$ cat src/design/assert_macros.svh
// assertion macros used by the parser core
`ifndef ASSERT_MACROS_SVH
`define ASSERT_MACROS_SVH

// condition holds at every edge outside reset
`define ASSERT_ALWAYS(lbl, clk, rst_n, cond, msg) \
    lbl: assert property (@(posedge clk) disable iff (!rst_n) (cond)) else $error(msg);

// consequent holds in the same cycle as the antecedent
`define ASSERT_IMPLY(lbl, clk, rst_n, ante, cons, msg) \
    lbl: assert property (@(posedge clk) disable iff (!rst_n) (ante) |-> (cons)) else $error(msg);

// consequent holds in the cycle after the antecedent
`define ASSERT_NEXT(lbl, clk, rst_n, ante, cons, msg) \
    lbl: assert property (@(posedge clk) disable iff (!rst_n) (ante) |=> (cons)) else $error(msg);

`endif

$ cat src/design/dfp_pkg.sv
// types, character codes and a helper function of the decimal field parser
`timescale 1ns / 1ps

package dfp_pkg;

    localparam int CHAR_W    = 8;
    localparam int MANT_W    = 31;
    localparam int FRAC_W    = 4;
    localparam int INDEX_W   = 4;
    localparam int FOUND_W   = 5;
    localparam int MAXF_W    = 5;
    localparam int S_DATA_W  = 8;
    localparam int M_DATA_W  = 48;

    localparam logic [MAXF_W-1:0] MAXF_RESET = 5'd3;

    localparam logic [CHAR_W-1:0] CHAR_COLON = 8'h3A;
    localparam logic [CHAR_W-1:0] CHAR_SPACE = 8'h20;
    localparam logic [CHAR_W-1:0] CHAR_MINUS = 8'h2D;
    localparam logic [CHAR_W-1:0] CHAR_DOT   = 8'h2E;
    localparam logic [CHAR_W-1:0] CHAR_ZERO  = 8'h30;
    localparam logic [CHAR_W-1:0] CHAR_NINE  = 8'h39;

    typedef struct packed {
        logic              eol;
        logic [CHAR_W-1:0] char_code;
    } t_item;

    typedef struct packed {
        logic               has_value;
        logic [MANT_W-1:0]  value_mantissa;
        logic [FRAC_W-1:0]  fraction_digits;
        logic [INDEX_W-1:0] field_index;
        logic               overflowed;
        logic               end_of_line;
        logic [FOUND_W-1:0] fields_found;
    } t_result;

    // 10^n, evaluated at elaboration for the mantissa bound
    function automatic logic [63:0] pow10(input int n);
        logic [63:0] p;
        p = 64'd1;
        for (int k = 0; k < n; k++) begin
            p = (p << 3) + (p << 1);
        end
        return p;
    endfunction

endpackage

$ cat src/design/dfp_in_stage.sv
// input register of the parser, one item deep
`timescale 1ns / 1ps

module dfp_in_stage
    import dfp_pkg::*;
(
    input  logic  i_clk,
    input  logic  i_rst_n,
    input  logic  i_valid,
    input  t_item i_item,
    input  logic  i_take,
    output logic  o_ready,
    output logic  o_valid,
    output t_item o_item
);

    logic  r_valid;
    t_item r_item;

    assign o_ready = !r_valid || i_take;
    assign o_valid = r_valid;
    assign o_item  = r_item;

    always_ff @(posedge i_clk) begin
        if (!i_rst_n) begin
            r_valid <= 1'b0;
        end else if (o_ready) begin
            r_valid <= i_valid;
        end
    end

    always_ff @(posedge i_clk) begin
        if (o_ready && i_valid) begin
            r_item <= i_item;
        end
    end

endmodule

$ cat src/design/dfp_core.sv
// field state and per-character parse logic
`timescale 1ns / 1ps

module dfp_core
    import dfp_pkg::*;
#(
    parameter int MANTISSA_DIGITS = 9,
    parameter int FIELD_LIMIT     = 16
)
(
    input  logic              i_clk,
    input  logic              i_rst_n,
    input  logic              i_adv,
    input  t_item             i_item,
    input  logic [MAXF_W-1:0] i_max_fields,
    output logic              o_res_valid,
    output t_result           o_res
);

    `include "assert_macros.svh"

    localparam logic [63:0] BOUND64 = pow10(MANTISSA_DIGITS) - 64'd1;
    localparam int ACC_W  = $clog2(pow10(MANTISSA_DIGITS));
    localparam int PROD_W = ACC_W + 4;
    localparam int CNT_W  = $clog2(FIELD_LIMIT + 1);
    localparam int CMP_W  = CNT_W + MAXF_W;
    localparam int MW     = (ACC_W > MANT_W) ? ACC_W : MANT_W;
    localparam logic [ACC_W-1:0]  BOUND = BOUND64[ACC_W-1:0];
    localparam logic [FRAC_W-1:0] FCAP  =
        (MANTISSA_DIGITS > 15) ? 4'd15 : FRAC_W'(MANTISSA_DIGITS);

    logic             r_started, n_started;
    logic             r_neg, n_neg;
    logic             r_frac, n_frac;
    logic [ACC_W-1:0] r_acc, n_acc;
    logic [FRAC_W-1:0] r_fcnt, n_fcnt;
    logic             r_sat, n_sat;
    logic [CNT_W-1:0] r_cnt, n_cnt;

    // field values after taking in the current character
    logic              a_neg, a_frac, a_sat;
    logic [ACC_W-1:0]  a_acc;
    logic [FRAC_W-1:0] a_fcnt;

    logic [CMP_W-1:0]   limit, cnt_ext;
    logic               active, absorb_en, close, is_digit, fits;
    logic [3:0]         digit;
    logic [PROD_W-1:0]  prod;
    logic [MW-1:0]      mag, signed_val;
    logic [CNT_W-1:0]   cnt_inc, cnt_after;
    logic [CNT_W+4:0]   idx_ext, found_ext;

    always_comb begin
        limit   = (CMP_W'(i_max_fields) > CMP_W'(FIELD_LIMIT)) ?
                  CMP_W'(FIELD_LIMIT) : CMP_W'(i_max_fields);
        cnt_ext = CMP_W'(r_cnt);
        active  = cnt_ext < limit;

        absorb_en = active && r_started && (i_item.char_code != CHAR_SPACE);
        close     = active && r_started &&
                    ((i_item.char_code == CHAR_SPACE) || i_item.eol);

        is_digit = i_item.char_code inside {[CHAR_ZERO:CHAR_NINE]};
        digit    = 4'(i_item.char_code - CHAR_ZERO);
        // times ten as two shifts and an add
        prod     = PROD_W'({r_acc, 3'b000}) + PROD_W'({r_acc, 1'b0}) + PROD_W'(digit);
        fits     = prod <= PROD_W'(BOUND);

        a_neg  = r_neg;
        a_frac = r_frac;
        a_acc  = r_acc;
        a_fcnt = r_fcnt;
        a_sat  = r_sat;
        if (absorb_en) begin
            if (i_item.char_code == CHAR_MINUS) begin
                a_neg = 1'b1;
            end else if (i_item.char_code == CHAR_DOT) begin
                a_frac = 1'b1;
            end else if (is_digit) begin
                if (!r_frac) begin
                    if (fits) begin
                        a_acc = prod[ACC_W-1:0];
                    end else begin
                        a_acc = BOUND;
                        a_sat = 1'b1;
                    end
                end else if (fits && (r_fcnt < FCAP)) begin
                    a_acc  = prod[ACC_W-1:0];
                    a_fcnt = r_fcnt + 1'b1;
                end
            end
        end

        cnt_inc   = r_cnt + 1'b1;
        cnt_after = close ? cnt_inc : r_cnt;

        n_started = r_started;
        if (active && !r_started && (i_item.char_code == CHAR_COLON)) begin
            n_started = 1'b1;
        end
        n_neg  = a_neg;
        n_frac = a_frac;
        n_acc  = a_acc;
        n_fcnt = a_fcnt;
        n_sat  = a_sat;
        n_cnt  = cnt_after;
        if (close || i_item.eol) begin
            n_neg  = 1'b0;
            n_frac = 1'b0;
            n_acc  = '0;
            n_fcnt = '0;
            n_sat  = 1'b0;
        end
        if (i_item.eol) begin
            n_started = 1'b0;
            n_cnt     = '0;
        end

        mag        = MW'(a_acc);
        signed_val = a_neg ? (~mag + 1'b1) : mag;
        idx_ext    = (CNT_W + 5)'(r_cnt);
        found_ext  = (CNT_W + 5)'(cnt_after);

        o_res_valid          = close || i_item.eol;
        o_res.has_value      = close;
        o_res.value_mantissa = close ? signed_val[MANT_W-1:0] : '0;
        o_res.fraction_digits = close ? a_fcnt : '0;
        o_res.field_index    = close ? idx_ext[INDEX_W-1:0] : '0;
        o_res.overflowed     = close && a_sat;
        o_res.end_of_line    = i_item.eol;
        o_res.fields_found   = found_ext[FOUND_W-1:0];
    end

    always_ff @(posedge i_clk) begin
        if (!i_rst_n) begin
            r_started <= 1'b0;
            r_neg     <= 1'b0;
            r_frac    <= 1'b0;
            r_acc     <= '0;
            r_fcnt    <= '0;
            r_sat     <= 1'b0;
            r_cnt     <= '0;
        end else if (i_adv) begin
            r_started <= n_started;
            r_neg     <= n_neg;
            r_frac    <= n_frac;
            r_acc     <= n_acc;
            r_fcnt    <= n_fcnt;
            r_sat     <= n_sat;
            r_cnt     <= n_cnt;
        end
    end

    `ASSERT_ALWAYS(a_cnt_in_range, i_clk, i_rst_n, CMP_W'(r_cnt) <= CMP_W'(FIELD_LIMIT), "field count past limit")
    `ASSERT_ALWAYS(a_acc_in_bound, i_clk, i_rst_n, r_acc <= BOUND, "mantissa past bound")
    `ASSERT_IMPLY(a_empty_is_eol, i_clk, i_rst_n, o_res_valid && !o_res.has_value, o_res.end_of_line, "empty result off line end")
    `ASSERT_NEXT(a_eol_clears, i_clk, i_rst_n, i_adv && i_item.eol, (r_cnt == '0) && !r_started && (r_acc == '0), "line end left state")

endmodule

$ cat src/design/dfp_out_stage.sv
// result register of the parser, drives the master side
`timescale 1ns / 1ps

module dfp_out_stage
    import dfp_pkg::*;
(
    input  logic    i_clk,
    input  logic    i_rst_n,
    input  logic    i_load,
    input  t_result i_res,
    input  logic    i_ready,
    output logic    o_space,
    output logic    o_valid,
    output t_result o_res
);

    logic    r_valid;
    t_result r_res;

    assign o_space = !r_valid || i_ready;
    assign o_valid = r_valid;
    assign o_res   = r_res;

    always_ff @(posedge i_clk) begin
        if (!i_rst_n) begin
            r_valid <= 1'b0;
        end else if (o_space) begin
            r_valid <= i_load;
        end
    end

    always_ff @(posedge i_clk) begin
        if (o_space && i_load) begin
            r_res <= i_res;
        end
    end

endmodule

$ cat src/design/decimal_field_parser.sv
// top level of the decimal field parser
//
//  channel  | direction | tdata / data                 | tlast        | tuser
//  ---------+-----------+------------------------------+--------------+----------
//  s_*      | in        | char_code                    | line_end     | -
//  m_*      | out       | mantissa..fields_found       | end_of_line  | has_value
//  cfg_*    | in        | max_fields (5 bit)           | -            | -
//
// one item per cycle sustained while the master side takes results; an item is held in the
// input register until the output register has room, and its result is then loaded there;
// the per-character update (times ten, add, bound compare) sits between the two registers
// synchronous active-low reset clears all field state and sets max_fields to 3
// a stalled master side holds the result; the input register still takes an item
// and stalls only once both registers are full
`timescale 1ns / 1ps

module decimal_field_parser
    import dfp_pkg::*;
#(
    parameter int MANTISSA_DIGITS = 9,
    parameter int FIELD_LIMIT     = 16
)
(
    input  logic                i_clk,
    input  logic                i_rst_n,
    // slave side: tdata = char_code[7:0]
    input  logic                i_s_tvalid,
    output logic                o_s_tready,
    input  logic [S_DATA_W-1:0] i_s_tdata,
    input  logic                i_s_tlast,
    // master side: tdata = value_mantissa[30:0], fraction_digits[34:31],
    // field_index[38:35], overflowed[39], fields_found[44:40], zero[47:45]
    output logic                o_m_tvalid,
    input  logic                i_m_tready,
    output logic [M_DATA_W-1:0] o_m_tdata,
    output logic                o_m_tlast,
    // tuser = has_value
    output logic                o_m_tuser,
    // configuration write, max_fields
    input  logic                i_cfg_valid,
    output logic                o_cfg_ready,
    input  logic [MAXF_W-1:0]   i_cfg_data
);

    logic [MAXF_W-1:0] r_max_fields;

    t_item   s_item, in_item;
    t_result core_res, out_res;
    logic    in_valid, core_res_valid, out_space, adv;

    // config register, always writable
    assign o_cfg_ready = 1'b1;

    always_ff @(posedge i_clk) begin
        if (!i_rst_n) begin
            r_max_fields <= MAXF_RESET;
        end else if (i_cfg_valid) begin
            r_max_fields <= i_cfg_data;
        end
    end

    assign s_item.char_code = i_s_tdata[CHAR_W-1:0];
    assign s_item.eol       = i_s_tlast;

    // held item moves on when the result register has room
    assign adv = in_valid && out_space;

    dfp_in_stage u_in (
        .i_clk   (i_clk),
        .i_rst_n (i_rst_n),
        .i_valid (i_s_tvalid),
        .i_item  (s_item),
        .i_take  (adv),
        .o_ready (o_s_tready),
        .o_valid (in_valid),
        .o_item  (in_item)
    );

    dfp_core #(
        .MANTISSA_DIGITS (MANTISSA_DIGITS),
        .FIELD_LIMIT     (FIELD_LIMIT)
    ) u_core (
        .i_clk        (i_clk),
        .i_rst_n      (i_rst_n),
        .i_adv        (adv),
        .i_item       (in_item),
        .i_max_fields (r_max_fields),
        .o_res_valid  (core_res_valid),
        .o_res        (core_res)
    );

    // characters that close no field and end no line leave no result
    dfp_out_stage u_out (
        .i_clk   (i_clk),
        .i_rst_n (i_rst_n),
        .i_load  (adv && core_res_valid),
        .i_res   (core_res),
        .i_ready (i_m_tready),
        .o_space (out_space),
        .o_valid (o_m_tvalid),
        .o_res   (out_res)
    );

    assign o_m_tdata = {3'b000,
                        out_res.fields_found,
                        out_res.overflowed,
                        out_res.field_index,
                        out_res.fraction_digits,
                        out_res.value_mantissa};
    assign o_m_tlast = out_res.end_of_line;
    assign o_m_tuser = out_res.has_value;

endmodule
$ cat config.mk
export PLATFORM = sky130hd
export DESIGN_NAME = decimal_field_parser
export DESIGN_NICKNAME = d
export VERILOG_FILES = /design/src/design/dfp_pkg.sv /design/src/design/dfp_in_stage.sv /design/src/design/dfp_core.sv /design/src/design/dfp_out_stage.sv /design/src/design/decimal_field_parser.sv
export VERILOG_INCLUDE_DIRS = /design/src /design/src/design
export SDC_FILE = /design/constraint.sdc
export NUM_CORES = 1
export LEC_CHECK = 0
export ABC_AREA = 1
export BUFFER_PORTS_ARGS = -buffer_cell sky130_fd_sc_hd__clkbuf_2
export CELL_PAD_IN_SITES_DETAIL_PLACEMENT = 1
export CELL_PAD_IN_SITES_GLOBAL_PLACEMENT = 1
export CORE_UTILIZATION = 25
export CTS_CLUSTER_SIZE = 20
export DETAILED_ROUTE_END_ITERATION = 8
export PLACE_DENSITY = 0.51
export SYNTH_ARGS = -nofsm -noshare
export SYNTH_HDL_FRONTEND = slang
export SYNTH_HIERARCHICAL = 1
export SYNTH_SLANG_ARGS = --single-unit
$ cat constraint.sdc
create_clock -name i_clk -period 6 [get_ports i_clk]
set_input_delay 0.9 -clock i_clk [delete_from_list [all_inputs] [get_ports i_clk]]
set_output_delay 0.9 -clock i_clk [all_outputs]
set_load 0.005 [all_outputs]
==> flow_summary.toml <==
[power]
pwr-share-clk = 0.427
p_leak_nw = 5.07
power_frac_seq = 0.523
switching_share = 0.239
p_per_area_nw_per_um2 = 151
ir_drop_mv = 0.156
power.internal_mw = 1.15
switching_power_uw = 361
comb_power_share = 0.051

[timing]
finalHoldViolCount = 0
clock.fmax_mhz = 201
fin_ws_ps = 1020
hold_ws_ps = 467
fin_crit_ps = 4980
tightestPinTransition_ps = 1040
drv_slew = 0
fin_worst_skew_ps = 12.4
maxSlewHeadroom = 0.308
finalCritPeriodShare = 0.830
rsz0062_at_grt = "false"
tns_ps = 0
setup_viol = 0

[clock_tree]
tritoncts = "yes"
clk_path_buf_depth = 2
postCtsHoldBufs = 0
post_cts.repair.setup_buffers = 0
cts-root-buf = "clkbuf_16"
cts_buffers = 9
clkSinkCount = 106
htree_num_levels = 3
clkLatencyLatePin_ps = 370
cts_resized = 0
clk_pin_slew_worst_paths_ps = 80

[synth]
yosys.area_share.adder = 0.0996
netlist_area_um2 = 8820
yosysSeqAreaShare = 0.304
synthCells = 1365
ys.flop_type = "edfxtp_1"
synth_simple_gate_area_frac = 0.381
synthArstFlopShare = 0
yosys.cell_types.count = 46
synth_mux_area_frac = 0
avgSynthCellArea_um2 = 6.46
yosys.area_share.xor_xnor = 0.0128
yosys_warnings = 6
synth_seq_cells = 106
synth_compound_area_frac = 0.0860
synth-edff-count = 56
synth_top_family_by_area = "simple AND/OR/NAND/NOR gates"

[worst_setup_path]
critPathTopFamily = "simple AND/OR/NAND/NOR gates"
worstPathArrival_ps = 5100
cpPeakStageDelay_ps = 580
worst_path_max_delay_cell = "fa_1"
end_kind = "flip-flop"
critical_path_required_ps = 6120
crit_fanout = 16
path_common_cell = "nand2_1"
start_kind = "flip-flop"
critical_path_class = "flip-flop to flip-flop"
path_buf_inv = 2

[drt]
drtPass1Iterations = 6
drt_iter0_drc = 281
drt-total-wl_um = 29700
via_per_inst = 4.46
drcViolationCount = 0
ant_nets = 0
vias = 8394
wire_per_inst_um = 15.7

[die]
coreArea_um2 = 34600
initial_core_util = 0.255
rows = 68
dieArea_um2 = 36000
die_y_um = 190
die_x_um = 190
ios = 72

[final_layout]
final_util = 0.287
final_nets = 1511
syn2layout_area_growth_pct = 12.8
fin_area_um2 = 9940
drive_gt1_frac = 0.113
insertedDiodeCount = 0

[global_routing]
grt_pass1_wl_um = 47900
grt_max_degree = 35
grtUsageTotal = 0.172
overflow = 0
grt_antenna_before_repair = 0
grt_pass1_vias = 8673

[run_status]
status = "completed"

[placement]
place_hpwl_um = 25000
placed_area_um2 = 9630
io_buffers = 67
place.gp.congestion = 0.803
post-place-ws_ps = 988

[flow_run]
drv_cap = 0

[min_path]
hp-class = "flip-flop to flip-flop"
## area by class of cell
type	count	area, µm²
fillers	4445	24700
inverters	228	856
flip-flops and latches	106	2680
repair buffers	73	380
clock buffers	10	239
multi-input cells	1005	5140
well taps	455	569
clock inverters	6	76.3
## state kept, by name, indices dropped and copies added, names as in the netlist
name	count
u_out/o_res	47
u_core/r_acc	30
u_in/o_item	9
r_max_fields	5
u_core/r_cnt	5
u_core/r_fcnt	4
u_core/r_frac	1
u_core/r_neg	1
u_core/r_sat	1
u_core/r_started	1
u_in/o_valid	1
u_out/o_valid	1
## metrics by stage
step / cells / power, mW
global placement: 1867 / 0.881
CTS: 1883 / 1.53
detailed placement: 1867 / 0.883
finish: 1883 / 1.51
floorplan: 1367 / 0.847
global route: 1883 / 1.56
## worst reg2reg max path, stage by stage, from the launching register on
cell and delay, ps:
edfxtp_1 450, fa_1 580, inv_1 60, fa_1 460, inv_1 120, nand2_1 60
nand2_1 120, nand4_1 130, nand3_1 190, nand2_1 100, nand2_1 80, nand2_1 50
nand2_1 90, nand2_1 90, nor2_1 100, o21ai_1 100, nor2_4 160, nand3_4 170
nand2_4 240, nand2_4 180, o21ai_2 370, nand2_1 130, nor2_1 150, nand3_1 80
nand2_1 180, nand3_1 160, nor2_1 110, nor2_1 50
## cells in the final DEF, fill, tap and decap left out, types with 5 or more instances in the layout
| cell type | instances |
|---|---|
| edfxtp_1 | 56 |
| nor3_1 | 13 |
| nand2_2 | 18 |
| clkbuf_2 | 67 |
| buf_4 | 6 |
| dfxtp_1 | 50 |
| nand3b_1 | 6 |
| o22ai_1 | 5 |
| clkbuf_16 | 9 |
| nand4_1 | 16 |
| inv_2 | 17 |
| nand2_1 | 459 |
| nor2_1 | 145 |
| inv_1 | 207 |
| o21ai_1 | 10 |
| o21a_1 | 5 |
| o21ai_0 | 21 |
| nand3_1 | 96 |
| a21oi_1 | 74 |
| ha_1 | 67 |
| nor2_2 | 9 |
| xor2_1 | 9 |
| o21ai_2 | 6 |
| and2_1 | 8 |
## synth_stat cells (2+ instances only)
cell type | count | area [µm²]
nor3_1 | 13 | 65.1
o22ai_1 | 5 | 31.3
edfxtp_1 | 56 | 1680
inv_1 | 207 | 777
and2_1 | 8 | 50.1
dfxtp_1 | 50 | 1000
nor3_2 | 2 | 20.0
buf_6 | 3 | 33.8
nor2_2 | 7 | 43.8
o21ai_4 | 2 | 32.5
nand3_1 | 96 | 480
nand3_4 | 2 | 35.0
a21oi_2 | 2 | 17.5
o21ai_2 | 6 | 52.6
nand2_1 | 459 | 1720
xnor2_1 | 2 | 17.5
xor2_1 | 9 | 78.8
o2111ai_1 | 2 | 17.5
o21ai_1 | 10 | 50.1
nor2_4 | 4 | 45.0
nand3_2 | 3 | 30.0
conb_1 | 2 | 7.51
clkinv_1 | 4 | 15.0
nand2_4 | 4 | 45.0
ha_1 | 67 | 838
nand3b_1 | 6 | 45.0
fa_1 | 2 | 40.0
nand2_2 | 18 | 113
buf_4 | 6 | 45.0
nor2_1 | 147 | 552
clkbuf_1 | 17 | 63.8
nand4_1 | 16 | 100
inv_2 | 17 | 63.8
o21a_1 | 5 | 37.5
o21ai_0 | 21 | 105
a21oi_1 | 75 | 375
## worst paths after layout
| check | end | slack (ps) | cells after the start | start |
|---|---|---|---|---|
| worst max-delay path | u_out/o_res[43]$_DFFE_PP_ | 1020 | 27 | u_in/o_item[3]$_DFFE_PP_ |
| worst min-delay path | r_max_fields[1]$_SDFFE_PN1P_ | 470 | 2 | r_max_fields[1]$_SDFFE_PN1P_ |
| worst max register to register | u_out/o_res[43]$_DFFE_PP_ | 1020 | 27 | u_in/o_item[3]$_DFFE_PP_ |
| worst min register to register | r_max_fields[1]$_SDFFE_PN1P_ | 470 | 2 | r_max_fields[1]$_SDFFE_PN1P_ |
## power by group through the flow
stage          Clock, mW  Sequential (mW)  Combinational, mW
3_3_place_gp           0            0.804             0.0767
5_1_grt            0.687            0.789             0.0856
3_5_place_dp           0            0.805             0.0781
6_report           0.643            0.787             0.0761
2_1_floorplan          0            0.804             0.0433
4_1_cts            0.666            0.788             0.0785
## cells by family after synthesis
group,count (synthesis)
AO/OA/AOI/OAI,133
AND/OR/NAND/NOR,787
XOR/XNOR,12
flip-flops,106
adder cells (fa/ha/maj),69
other,2
buffers and inverters,256
## per-layer routing
layer	up-vias	share of wire	wire, µm	track usage
li1	4414	-	-	-
met1	3901	0.52	15500	0.243
met2	65	0.46	13500	0.282
met3	14	0.012	342	0.0144
met4	0	0.010	306	0.0400
met5	-	0	0	0
(Power assumes the default switching activity.)
